**src/hw/rtl/quadrature_knob_decoder_assert.svh**
```systemverilog
// Assertion macros for the quadrature knob decoder RTL.
// Included by the modules that carry concurrent checks; expects clk and rst_n in scope.
`ifndef QUADRATURE_KNOB_DECODER_ASSERT_SVH
`define QUADRATURE_KNOB_DECODER_ASSERT_SVH
`ifndef NO_ASSERTIONS
// Check that is switched off while reset is held.
`define QKD_ASSERT(label, prop, msg) \
  label: assert property (@(posedge clk) disable iff (!rst_n) prop) else $error(msg);
// Check that also runs during reset.
`define QKD_ASSERT_ALWAYS(label, prop, msg) \
  label: assert property (@(posedge clk) prop) else $error(msg);
`else
`define QKD_ASSERT(label, prop, msg)
`define QKD_ASSERT_ALWAYS(label, prop, msg)
`endif
`endif

```
**src/hw/rtl/qkd_pkg.sv**
```systemverilog
// Shared types and constants of the quadrature knob decoder.
// Used by qkd_debounce and quadrature_knob_decoder; depends on nothing.
package qkd_pkg;

  localparam int COUNT_BITS = 32;
  localparam int TICK_BITS  = 8;
  localparam int LIMIT_BITS = 32;
  localparam int CFG_ADDR_BITS = 2;
  localparam int CFG_DATA_BITS = 32;

  // Register indexes of the configuration port.
  localparam logic [CFG_ADDR_BITS-1:0] CFG_DEBOUNCE_TICKS = 2'd0;
  localparam logic [CFG_ADDR_BITS-1:0] CFG_DIRECTION_SWAP = 2'd1;
  localparam logic [CFG_ADDR_BITS-1:0] CFG_UPPER_LIMIT    = 2'd2;
  localparam logic [CFG_ADDR_BITS-1:0] CFG_LOWER_LIMIT    = 2'd3;

  localparam logic signed [LIMIT_BITS-1:0] UPPER_LIMIT_RESET = 32'sd100;
  localparam logic signed [LIMIT_BITS-1:0] LOWER_LIMIT_RESET = -32'sd100;

  typedef enum logic [1:0] {
    MODE_CHECK = 2'd0,
    MODE_READY = 2'd1,
    MODE_PHA   = 2'd2,
    MODE_PHB   = 2'd3
  } mode_t;

  // Step codes.
  localparam logic [1:0] TURN_NONE  = 2'd0;
  localparam logic [1:0] TURN_LEFT  = 2'd1;
  localparam logic [1:0] TURN_RIGHT = 2'd2;

  // Mark codes.
  localparam logic [1:0] MARK_NONE = 2'd0;
  localparam logic [1:0] MARK_HIGH = 2'd1;
  localparam logic [1:0] MARK_LOW  = 2'd2;
  localparam logic [1:0] MARK_ZERO = 2'd3;

  // Latched event codes.
  localparam logic [2:0] EVT_NONE  = 3'd0;
  localparam logic [2:0] EVT_LEFT  = 3'd1;
  localparam logic [2:0] EVT_RIGHT = 3'd2;
  localparam logic [2:0] EVT_HIGH  = 3'd3;
  localparam logic [2:0] EVT_LOW   = 3'd4;
  localparam logic [2:0] EVT_ZERO  = 3'd5;

  // Debounce result of one phase for the current sample.
  typedef struct packed {
    logic level;  // accepted level after this sample
    logic hit;    // a new level was accepted by this sample
  } dbn_t;

endpackage

```
**src/hw/rtl/quadrature_knob_decoder.sv**
```systemverilog
// Top level of the debounced quadrature knob decoder with a signed step counter.
// Depends on qkd_pkg, qkd_debounce and quadrature_knob_decoder_assert.svh.
//
// Usage:
//   The input channel (in_*) carries one item per pin sample tick. in_tuser is the
//   item kind: 0 is a sample whose pin levels sit in in_tdata, 1 clears the count.
//   Every item produces exactly one result item on the output channel (out_*):
//   the step taken by this item, the limit or zero mark, the latched event and
//   the signed step count after the item.
//   An item accepted at one clock edge shows its result on out_tdata with
//   out_tvalid high right after that edge. Throughput is one item per cycle
//   while the receiver takes results; the debounce, state machine, 32-bit add
//   and limit compares all sit between the current state and the result register.
//   The single result register is the only buffer. While it holds a result the
//   receiver has not taken, in_tready follows out_tready, so a new item is
//   taken in the same cycle the old result leaves. A stalled receiver holds
//   off the input after one item.
//   Reset (rst_n low, synchronous) empties the result register, returns the
//   state machine to waiting for both phases high, zeroes the count, the
//   debounce state and the event latch, and loads the register defaults:
//   debounce 0, no swap, upper limit 100, lower limit -100.
//   Configuration writes are taken at any edge with cfg_we high and should
//   only be made while no item is in flight.
module quadrature_knob_decoder (
  input  logic                              clk,
  input  logic                              rst_n,
  // Input channel.
  input  logic                              in_tvalid,
  output logic                              in_tready,
  input  logic [7:0]                        in_tdata,   // [0] level_a_in, [1] level_b_in
  input  logic [0:0]                        in_tuser,   // [0] kind
  // Result channel.
  output logic                              out_tvalid,
  input  logic                              out_tready,
  output logic [39:0]                       out_tdata,  // [1:0] turn, [3:2] mark,
                                                        // [6:4] last_event, [38:7] count_out
  // Configuration write port.
  input  logic                              cfg_we,
  input  logic [qkd_pkg::CFG_ADDR_BITS-1:0] cfg_addr,
  input  logic [qkd_pkg::CFG_DATA_BITS-1:0] cfg_wdata
);

  localparam int CB = qkd_pkg::COUNT_BITS;

  // Configuration registers.
  logic [qkd_pkg::TICK_BITS-1:0]          ticks_r;
  logic                                   swap_r;
  logic signed [qkd_pkg::LIMIT_BITS-1:0]  upper_r;
  logic signed [qkd_pkg::LIMIT_BITS-1:0]  lower_r;

  // Decoder state.
  qkd_pkg::mode_t          mode_r, mode_nxt;
  logic                    chg_a_r, chg_a_nxt;
  logic                    chg_b_r, chg_b_nxt;
  logic [2:0]              evt_r, evt_nxt;
  logic signed [CB-1:0]    count_r, count_nxt;

  // Result register.
  logic                    out_valid_r;
  logic [39:0]             out_data_r;

  logic                    in_fire;
  logic                    kind;
  logic                    sample_en;
  qkd_pkg::dbn_t           dbn_a, dbn_b;
  logic                    chg_a, chg_b;
  logic                    do_step, step_up;
  logic signed [CB-1:0]    stepped;
  logic [1:0]              turn_nxt, mark_nxt;

  assign kind      = in_tuser[0];
  assign in_tready = !out_valid_r || out_tready;
  assign in_fire   = in_tvalid && in_tready;
  assign sample_en = in_fire && !kind;

  always_ff @(posedge clk) begin
    if (!rst_n) begin
      ticks_r <= '0;
      swap_r  <= 1'b0;
      upper_r <= qkd_pkg::UPPER_LIMIT_RESET;
      lower_r <= qkd_pkg::LOWER_LIMIT_RESET;
    end else if (cfg_we) begin
      unique case (cfg_addr)
        qkd_pkg::CFG_DEBOUNCE_TICKS: ticks_r <= cfg_wdata[qkd_pkg::TICK_BITS-1:0];
        qkd_pkg::CFG_DIRECTION_SWAP: swap_r  <= cfg_wdata[0];
        qkd_pkg::CFG_UPPER_LIMIT:    upper_r <= cfg_wdata[qkd_pkg::LIMIT_BITS-1:0];
        qkd_pkg::CFG_LOWER_LIMIT:    lower_r <= cfg_wdata[qkd_pkg::LIMIT_BITS-1:0];
        default: ;
      endcase
    end
  end

  qkd_debounce u_dbn_a (
    .clk       (clk),
    .rst_n     (rst_n),
    .sample_en (sample_en),
    .level     (in_tdata[0]),
    .ticks     (ticks_r),
    .res       (dbn_a)
  );

  qkd_debounce u_dbn_b (
    .clk       (clk),
    .rst_n     (rst_n),
    .sample_en (sample_en),
    .level     (in_tdata[1]),
    .ticks     (ticks_r),
    .res       (dbn_b)
  );

  // Pending change flags including anything accepted by this sample.
  assign chg_a = chg_a_r || dbn_a.hit;
  assign chg_b = chg_b_r || dbn_b.hit;

  // State machine: wait for both phases high, note the leading phase, then
  // step when the trailing phase follows. A repeat of the leading phase is a
  // glitch and drops back to ready. On a tie A wins in ready, else the trailing phase.
  always_comb begin
    mode_nxt  = mode_r;
    chg_a_nxt = chg_a;
    chg_b_nxt = chg_b;
    evt_nxt   = evt_r;
    do_step   = 1'b0;
    step_up   = 1'b0;
    unique case (mode_r)
      qkd_pkg::MODE_READY: begin
        if (chg_a) begin
          chg_a_nxt = 1'b0;
          mode_nxt  = qkd_pkg::MODE_PHA;
        end else if (chg_b) begin
          chg_b_nxt = 1'b0;
          mode_nxt  = qkd_pkg::MODE_PHB;
        end else begin
          evt_nxt = qkd_pkg::EVT_NONE;
        end
      end
      qkd_pkg::MODE_PHA: begin
        if (chg_b) begin
          chg_b_nxt = 1'b0;
          do_step   = 1'b1;
          step_up   = !swap_r;
          mode_nxt  = qkd_pkg::MODE_READY;
        end else if (chg_a) begin
          chg_a_nxt = 1'b0;
          mode_nxt  = qkd_pkg::MODE_READY;
        end
      end
      qkd_pkg::MODE_PHB: begin
        if (chg_a) begin
          chg_a_nxt = 1'b0;
          do_step   = 1'b1;
          step_up   = swap_r;
          mode_nxt  = qkd_pkg::MODE_READY;
        end else if (chg_b) begin
          chg_b_nxt = 1'b0;
          mode_nxt  = qkd_pkg::MODE_READY;
        end
      end
      qkd_pkg::MODE_CHECK: begin
        if (dbn_a.level && dbn_b.level) begin
          mode_nxt  = qkd_pkg::MODE_READY;
          chg_a_nxt = 1'b0;
          chg_b_nxt = 1'b0;
        end
      end
      default: ;
    endcase

    // Count update, step code and mark; high limit beats low limit beats zero.
    stepped   = step_up ? count_r + 1'b1 : count_r - 1'b1;
    turn_nxt  = qkd_pkg::TURN_NONE;
    mark_nxt  = qkd_pkg::MARK_NONE;
    count_nxt = count_r;
    if (do_step) begin
      count_nxt = stepped;
      turn_nxt  = step_up ? qkd_pkg::TURN_RIGHT : qkd_pkg::TURN_LEFT;
      evt_nxt   = step_up ? qkd_pkg::EVT_RIGHT : qkd_pkg::EVT_LEFT;
      priority if (stepped >= upper_r) begin
        mark_nxt = qkd_pkg::MARK_HIGH;
        evt_nxt  = qkd_pkg::EVT_HIGH;
      end else if (stepped <= lower_r) begin
        mark_nxt = qkd_pkg::MARK_LOW;
        evt_nxt  = qkd_pkg::EVT_LOW;
      end else if (stepped == '0) begin
        mark_nxt = qkd_pkg::MARK_ZERO;
        evt_nxt  = qkd_pkg::EVT_ZERO;
      end else begin
        mark_nxt = qkd_pkg::MARK_NONE;
      end
    end

    // A clear item only zeroes the count; everything else stands.
    if (kind) begin
      mode_nxt  = mode_r;
      chg_a_nxt = chg_a_r;
      chg_b_nxt = chg_b_r;
      evt_nxt   = evt_r;
      count_nxt = '0;
      turn_nxt  = qkd_pkg::TURN_NONE;
      mark_nxt  = qkd_pkg::MARK_NONE;
    end
  end

  always_ff @(posedge clk) begin
    if (!rst_n) begin
      mode_r  <= qkd_pkg::MODE_CHECK;
      chg_a_r <= 1'b0;
      chg_b_r <= 1'b0;
      evt_r   <= qkd_pkg::EVT_NONE;
      count_r <= '0;
    end else if (in_fire) begin
      mode_r  <= mode_nxt;
      chg_a_r <= chg_a_nxt;
      chg_b_r <= chg_b_nxt;
      evt_r   <= evt_nxt;
      count_r <= count_nxt;
    end
  end

  always_ff @(posedge clk) begin
    if (!rst_n) begin
      out_valid_r <= 1'b0;
    end else if (in_fire) begin
      out_valid_r <= 1'b1;
    end else if (out_tready) begin
      out_valid_r <= 1'b0;
    end
  end

  always_ff @(posedge clk) begin
    if (in_fire) begin
      out_data_r <= {1'b0, count_nxt[31:0], evt_nxt, mark_nxt, turn_nxt};
    end
  end

  assign out_tvalid = out_valid_r;
  assign out_tdata  = out_data_r;

`include "quadrature_knob_decoder_assert.svh"

  `QKD_ASSERT_ALWAYS(a_reset_empties, !rst_n |=> !out_tvalid, "result left after reset")
  `QKD_ASSERT(a_clear_zeroes, (in_fire && kind) |=> (count_r == '0), "clear did not zero count")
  `QKD_ASSERT(a_check_no_step, (in_fire && mode_r == qkd_pkg::MODE_CHECK) |=> (out_tdata[1:0] == qkd_pkg::TURN_NONE), "step while waiting for both high")
  `QKD_ASSERT(a_right_adds_one, (in_fire && turn_nxt == qkd_pkg::TURN_RIGHT) |=> (count_r == $past(count_r) + 1'b1), "right step did not add one")
  `QKD_ASSERT(a_idle_holds_mode, !in_fire |=> $stable(mode_r), "mode moved without an item")

endmodule

```
**src/hw/rtl/qkd_debounce.sv**
```systemverilog
// Debounce filter of one quadrature phase pin.
// Depends on qkd_pkg for widths and the dbn_t result struct.
module qkd_debounce (
  input  logic                          clk,
  input  logic                          rst_n,
  input  logic                          sample_en,
  input  logic                          level,
  input  logic [qkd_pkg::TICK_BITS-1:0] ticks,
  output qkd_pkg::dbn_t                 res
);

  logic                          acc_r;
  logic [qkd_pkg::TICK_BITS-1:0] cnt_r;
  logic [qkd_pkg::TICK_BITS-1:0] cnt_nxt;
  logic [qkd_pkg::TICK_BITS-1:0] cnt_inc;

  // A differing sample bumps the counter; once it reaches the threshold the
  // new level is taken and the counter starts over.
  always_comb begin
    cnt_inc   = cnt_r + 1'b1;
    res.level = acc_r;
    res.hit   = 1'b0;
    cnt_nxt   = '0;
    if (level != acc_r) begin
      if (cnt_inc >= ticks) begin
        res.level = level;
        res.hit   = 1'b1;
      end else begin
        cnt_nxt = cnt_inc;
      end
    end
  end

  always_ff @(posedge clk) begin
    if (!rst_n) begin
      acc_r <= 1'b0;
      cnt_r <= '0;
    end else if (sample_en) begin
      acc_r <= res.level;
      cnt_r <= cnt_nxt;
    end
  end

endmodule

```
**config.mk**
```make
export PLATFORM = sky130hd
export DESIGN_NAME = quadrature_knob_decoder
export DESIGN_NICKNAME = d
export VERILOG_FILES = /design/src/hw/rtl/qkd_pkg.sv /design/src/hw/rtl/quadrature_knob_decoder.sv /design/src/hw/rtl/qkd_debounce.sv
export VERILOG_INCLUDE_DIRS = /design/src /design/src/hw/rtl
export SDC_FILE = /design/constraint.sdc
export NUM_CORES = 1
export LEC_CHECK = 0
export ABC_AREA = 1
export ABC_CLOCK_PERIOD_IN_PS = 12500
export BUFFER_PORTS_ARGS = -buffer_cell sky130_fd_sc_hd__buf_2
export CAP_MARGIN = 20
export CORE_MARGIN = 2
export CORE_UTILIZATION = 66
export DETAILED_ROUTE_END_ITERATION = 6
export GPL_TIMING_DRIVEN = 0
export PLACE_DENSITY = 0.91
export SYNTH_ARGS = -nofsm -noshare
export SYNTH_HDL_FRONTEND = slang
export SYNTH_SLANG_ARGS = --single-unit
```
**constraint.sdc**
```tcl
create_clock -name clk -period 12.5 [get_ports clk]
set_input_delay 3.75 -clock clk [delete_from_list [all_inputs] [get_ports clk]]
set_output_delay 3.75 -clock clk [all_outputs]
set_load 0.005 [all_outputs]
```
# After elaboration in Yosys (flattened, before gate mapping)
# Cells that the tools add are included.
# W data, S select, Z words.
op_classes:
  n_mux: 46
  n_lt_le_gt_ge: 4
  n_reduce_logical: 22
  n_eq_ne: 12
  bitwise_logic: 2
  add_sub_neg: 4
op_table:
  columns: ["cell", "count"]
  rows:
  - ["$mux W32", 3]
  - ["$add A32 B1 Y32 const B", 1]
  - ["$ge A32 B32 Y1", 1]
  - ["$le A32 B32 Y1", 1]
  - ["$logic_not A32 Y1", 1]
  - ["$mux W8", 4]
  - ["$sub A32 B1 Y32 const B", 1]
  - ["$mux W2", 15]
  - ["$mux W3", 8]
  - ["$add A8 B1 Y8 const B", 2]
  - ["$ge A8 B8 Y1", 2]
  - ["$mux W1", 11]
  - ["$reduce_and A2 Y1", 5]
  - ["$ne A3 B3 Y1 const B", 3]
  - ["$eq A2 B2 Y1 const B", 4]
  - ["$pmux W2 S4", 1]
  - ["$pmux W1 S3", 2]
  - ["$reduce_and A6 Y1", 1]
  - ["$eq A2 B1 Y1 const B", 2]
  - ["$logic_not A2 Y1", 2]
  - ["$pmux W1 S2", 2]
  - ["$reduce_or A2 Y1", 2]
  - ["$logic_and A1 B1 Y1", 3]
  - ["$logic_not A1 Y1", 3]
  - ["other kinds (6)", 10]
totals:
  wordCells: 107
  in_bits: 48
  register_bits: 170

# Depth between registers and ports, before layout
depth:
  word_depth: 14
  depth_mapped: 45
  mapped_depth_nobuf: 45

# Cells and area by module
# A second synthesis with hierarchy kept.
unflattened:
  hier_cells: 1765
  area_unflattened_um2: 11808.8
by_module_without_submodules:
  columns: ["mod", "seq_area_each_um2", "cells_each", "area_each_um2", "n_inst"]
  rows:
  - ["quadrature_knob_decoder", 3433.3, 1511, 10192.3, 1]
  - ["qkd_debounce", 180.2, 127, 808.3, 2]

# Worst setup path before layout
# Ideal clock, no wire load.
synth_path:
  path_kind: "input to register"
  startpoint: "input in_tdata[1]"
  endpoint: "register out_data_r[4] (netlist: out_tdata[4]), data pin"
  t_required_ns: 12.247
  cell_stages: 34
  slack_ns: 4.362
  setup_ns: 0.253
  arrival_ns: 7.885
  path_cell_list: "xnor2_1 -> inv_1 -> nand2_1 -> nand2_1 -> nand3b_1 -> nand2_1 -> inv_1 -> ha_1 -> buf_6 -> or2_4 -> nand3_2 -> nand2_2 -> nand2_1 -> nand2_2 -> nand3b_1 -> nand2_1 -> xor2_1 -> nand2_1 -> nand2_1 -> inv_1 -> ha_1 -> nand2_1 -> nor2_1 -> nand4_1 -> nor4_1 -> nand2_1 -> nand2_1 -> nand2_1 -> nand2_1 -> nor2_1 -> a21oi_1 -> nand3_1 -> nand2_1 -> o21ai_2"
synth_between:
  elab_chain_cells: 12
  word_cells_on_any_way: 20
synth_lines:
  columns: ["element", "line_no", "rtl"]
  rows:
  - ["start, declared", "quadrature_knob_decoder.sv:30", "input logic [7:0] in_tdata,"]
  - ["$ne A1 B1 Y1 (*)", "qkd_debounce.sv:24", "if (level != acc_r) begin"]
  - ["$mux W2 (*)", "qkd_debounce.sv:24", null]
  - ["$logic_or A1 B1 Y1 (*)", "quadrature_knob_decoder.sv:113", "assign chg_b = chg_b_r || dbn_b.hit;"]
  - ["parallel branches: the longest is 7 deep, another holds $le A32 B32 Y1", null, null]
  - ["$mux W3 (*)", "quadrature_knob_decoder.sv:174", "if (do_step) begin"]
  - ["$mux W3 (*)", "quadrature_knob_decoder.sv:193", "if (kind) begin"]
  - ["named net evt_nxt[0]", "quadrature_knob_decoder.sv:55", "logic [2:0] evt_r, evt_nxt;"]
  - ["end signal, assigned", "quadrature_knob_decoder.sv:232", "out_data_r <= {1'b0, count_nxt[31:0], evt_nxt, mark_nxt, turn_nxt};"]
  - ["end, declared", "quadrature_knob_decoder.sv:60", "logic [39:0] out_data_r;"]
# Mark *: on every way through the listed nets, which the timed path passes.
# A chain may end at the register's enable or synchronous reset.

# Worst setup path after layout
# Same ends and word-level chain as after synthesis.

==> results.sh <==
export IMPL_crit_path_end_kind="flop"
export IMPL_crit_buf_inv=6
export IMPL_synthArstFlopShare_pct=0
export IMPL_die_w_microns=133
export IMPL_setup_violations=0
export IMPL_syn_to_final_growth_pct=11.6
export IMPL_row_count=47
export IMPL_gp_congestion=0.986
export IMPL_cts_resized=0
export IMPL_hpwl_microns=22600
export IMPL_synthMuxAreaShare_pct=0
export IMPL_tightestPinTransition_ns=0.624
export IMPL_ioPinCount=90
export IMPL_critPathMaxStageDelay_ns=0.50
export IMPL_drtPass1Iterations=5
export IMPL_critPathKind="in -> reg"
export IMPL_setup_ws_ns=3.71
export IMPL_antenna_found_initial=0
export IMPL_layout_cells_non_filler=1873
export IMPL_relSlewSlack_pct=58.3
export IMPL_p_comb_share_pct=31.4
export IMPL_peakVddDrop_mv=0.115
export IMPL_vias=10800
export IMPL_syn_num_nets=1700
export IMPL_avgSynthCellArea_sq_um=7.19
export IMPL_fin_nets=1802
export IMPL_die_h_microns=133
export IMPL_critPathMaxFanout=25
export IMPL_rsz0062_at_grt="no"
export IMPL_slew_viol_final=0
export IMPL_yosysSeqAreaShare_pct=34.3
export IMPL_clk_latency_ns=0.44
export IMPL_ys_warn_count=0
export IMPL_io_buffers=81
export IMPL_fp_dieArea_sq_um=17800
export IMPL_worst_r2r_startpoint="u_dbn_b.cnt_r[0]"
export IMPL_track_usage_pct=34.3
export IMPL_min_delay_start="upper_r[20]"
export IMPL_cp_depth=34
export IMPL_postSynthCellCount=1538
export IMPL_p_sw_mw=0.582
export IMPL_drt_iter0_markers=1117
export IMPL_cts_setup_buffers=0
export IMPL_root_buffer="clkbuf_16"
export IMPL_numCtsBuffers=17
export IMPL_cp_slowest_cell="inv_1"
export IMPL_crit_family="simple AND/OR/NAND/NOR gates"
export IMPL_synth_area_sq_um=11100
export IMPL_synth_xor_area_share_pct=1.35
export IMPL_power_mw=1.62
export IMPL_cts_hold_buf=0
export IMPL_clockBufferDepth=2
export IMPL_internal_power_mw=1.04
export IMPL_grt_ovfl_total=0
export IMPL_synth_seq_cells=170
export IMPL_fmax_mhz=114
export IMPL_fin_worst_skew_ns=0.0121
export IMPL_synth_compound_area_share_pct=18.2
export IMPL_wl_per_cell_microns=15.9
export IMPL_grt_max_degree=36
export IMPL_drive_gt1_share_pct=10.6
export IMPL_htreeDepth=4
export IMPL_p_per_area_nw_per_um2=131
export IMPL_drt_wl_total_microns=29800
export IMPL_tns_ns=0
export IMPL_cts_sinks=170
export IMPL_core_area_sq_um=16500
export IMPL_final_area_sq_um=12300
export IMPL_r2r_slack_ns=5.40
export IMPL_r2r_end="out_tdata[4]"
export IMPL_diodes=0
export IMPL_dpl_instance_area_sq_um=11800
export IMPL_arrival_ns=8.99
export IMPL_yosysUniqueCellTypes=47
export IMPL_antenna_left=0
export IMPL_grt_pass1_vias=10200
export IMPL_layout_common_cells="nand2_1, inv_1, a21oi_1"
export IMPL_drc_errors=0
export IMPL_status="completed"
export IMPL_crit_top_cell="nand2_1"
export IMPL_synthAdderAreaFrac_pct=13.0
export IMPL_p_leak_nw=6.53
export IMPL_final_util_pct=74.9
export IMPL_crit_path_start_kind="primary input"
export IMPL_synthFlopType="dfxtp_1"
export IMPL_finalHoldViolations=0
export IMPL_synth_top_family_by_area="simple AND/OR/NAND/NOR gates"
export IMPL_r2r_cells=41
export IMPL_vias_per_cell=5.75
export IMPL_p_clk_share_pct=31.2
export IMPL_grt_first_pass_wirelength_microns=48800
export IMPL_post_route_period_util_pct=70.3
export IMPL_tritoncts="yes"
export IMPL_placedCellCount=1840
export IMPL_critPathRequiredTime_ns=12.70
export IMPL_hp_class="reg -> reg"
export IMPL_synth_enable_flop_cells=39
export IMPL_p_seq_share_pct=37.4
export IMPL_drv_cap=0
export IMPL_p_sw_share_pct=35.9
export IMPL_start_util_pct=67.2
export IMPL_synth_simple_area_share_pct=21.5
export IMPL_whs_ns=0.464
export IMPL_min_to="upper_r[20]"
export IMPL_final_common_cell="nand2_1"
export IMPL_fin_crit_ns=8.79
export IMPL_holdPathStages=2
export IMPL_dp_slack_ns=3.01
export IMPL_cts_reportedPaths_clkPinSlew_ns=0.07
## how the worst max path moves through the flow
stage,endpoint,start
2_1_floorplan,out_tdata[4],in_tdata[1]
5_1_grt,out_tdata[4],in_tdata[1]
3_5_place_dp,out_tdata[4],in_tdata[1]
4_1_cts,out_tdata[4],in_tdata[1]
6_report,out_tdata[4],in_tdata[1]
3_3_place_gp,out_tdata[4],in_tdata[1]
## logic make-up after synthesis
family          after synthesis
fa+ha+maj                   114
other cells                   1
xor+xnor                     17
simple gates                543
buf+inv                     330
flops                       170
compound gates              363
## tightest hold or removal path: stages (launching register included)
cell     delay (ns)
dfxtp_1        0.30
inv_1          0.06
a21oi_1        0.06
## registers in the layout, indices dropped and copies added (netlist names), 2 cells and up
signal         flops
count_r           32
evt_r              3
lower_r           32
mode_r             2
out_tdata         39
ticks_r            8
u_dbn_a.cnt_r      8
u_dbn_b.cnt_r      8
upper_r           32
## cell usage after synthesis, types with 2 or more instances
library cell	n	area, sq um
a21oi_1	164	821
buf_6	2	22.5
o21a_1	2	15.0
buf_2	6	30.0
clkbuf_1	29	109
nand2_2	19	119
o21ai_0	124	621
nor3_1	14	70.1
dfxtp_1	131	2620
o221ai_1	2	17.5
a22oi_1	43	323
nor2_2	9	56.3
a21o_1	2	15.0
nand2_1	298	1120
a21oi_2	3	26.3
nor2_1	91	342
nand3b_1	14	105
nand3_1	67	335
o21bai_1	6	45.0
ha_1	113	1410
inv_1	277	1040
inv_2	9	33.8
o22ai_1	2	12.5
nor3_2	5	50.1
a31oi_1	2	12.5
xor2_1	13	114
o211a_1	2	20.0
xnor2_1	4	35.0
edfxtp_1	39	1170
o21ai_1	2	10.0
nor4_1	3	18.8
buf_4	3	22.5
nand3_2	4	40.0
buf_1	2	7.51
nand4_1	16	100
o211ai_1	5	37.5
## area by class of cell
| type | count | area [sq um] |
|---|---|---|
| inverters | 287 | 1080 |
| repair buffers | 83 | 453 |
| flip-flops and latches | 170 | 3790 |
| fillers | 1248 | 4130 |
| well taps | 220 | 275 |
| multi-input cells | 1038 | 5980 |
| clock buffers | 24 | 493 |
| plain buffers | 43 | 208 |
| clock inverters | 8 | 57.6 |
## routing by layer
| layer | wire [microns] | global-route usage [%] | up-vias |
|---|---|---|---|
| met5 | 0 | 0 | - |
| met2 | 13700 | 56.6 | 472 |
| met1 | 12600 | 43.5 | 4913 |
| li1 | - | - | 5275 |
| met3 | 2310 | 6.20 | 101 |
| met4 | 1230 | 17.0 | 0 |
## power groups by stage
stage	Sequential (mW)	Combinational, mW	Clock (mW)
CTS	0.606	0.497	0.505
detailed placement	0.617	0.490	0
global route	0.609	0.571	0.530
floorplan	0.616	0.353	0
global placement	0.617	0.472	0
finish	0.606	0.509	0.506
Note: power is estimated with default switching activity, not from simulation.
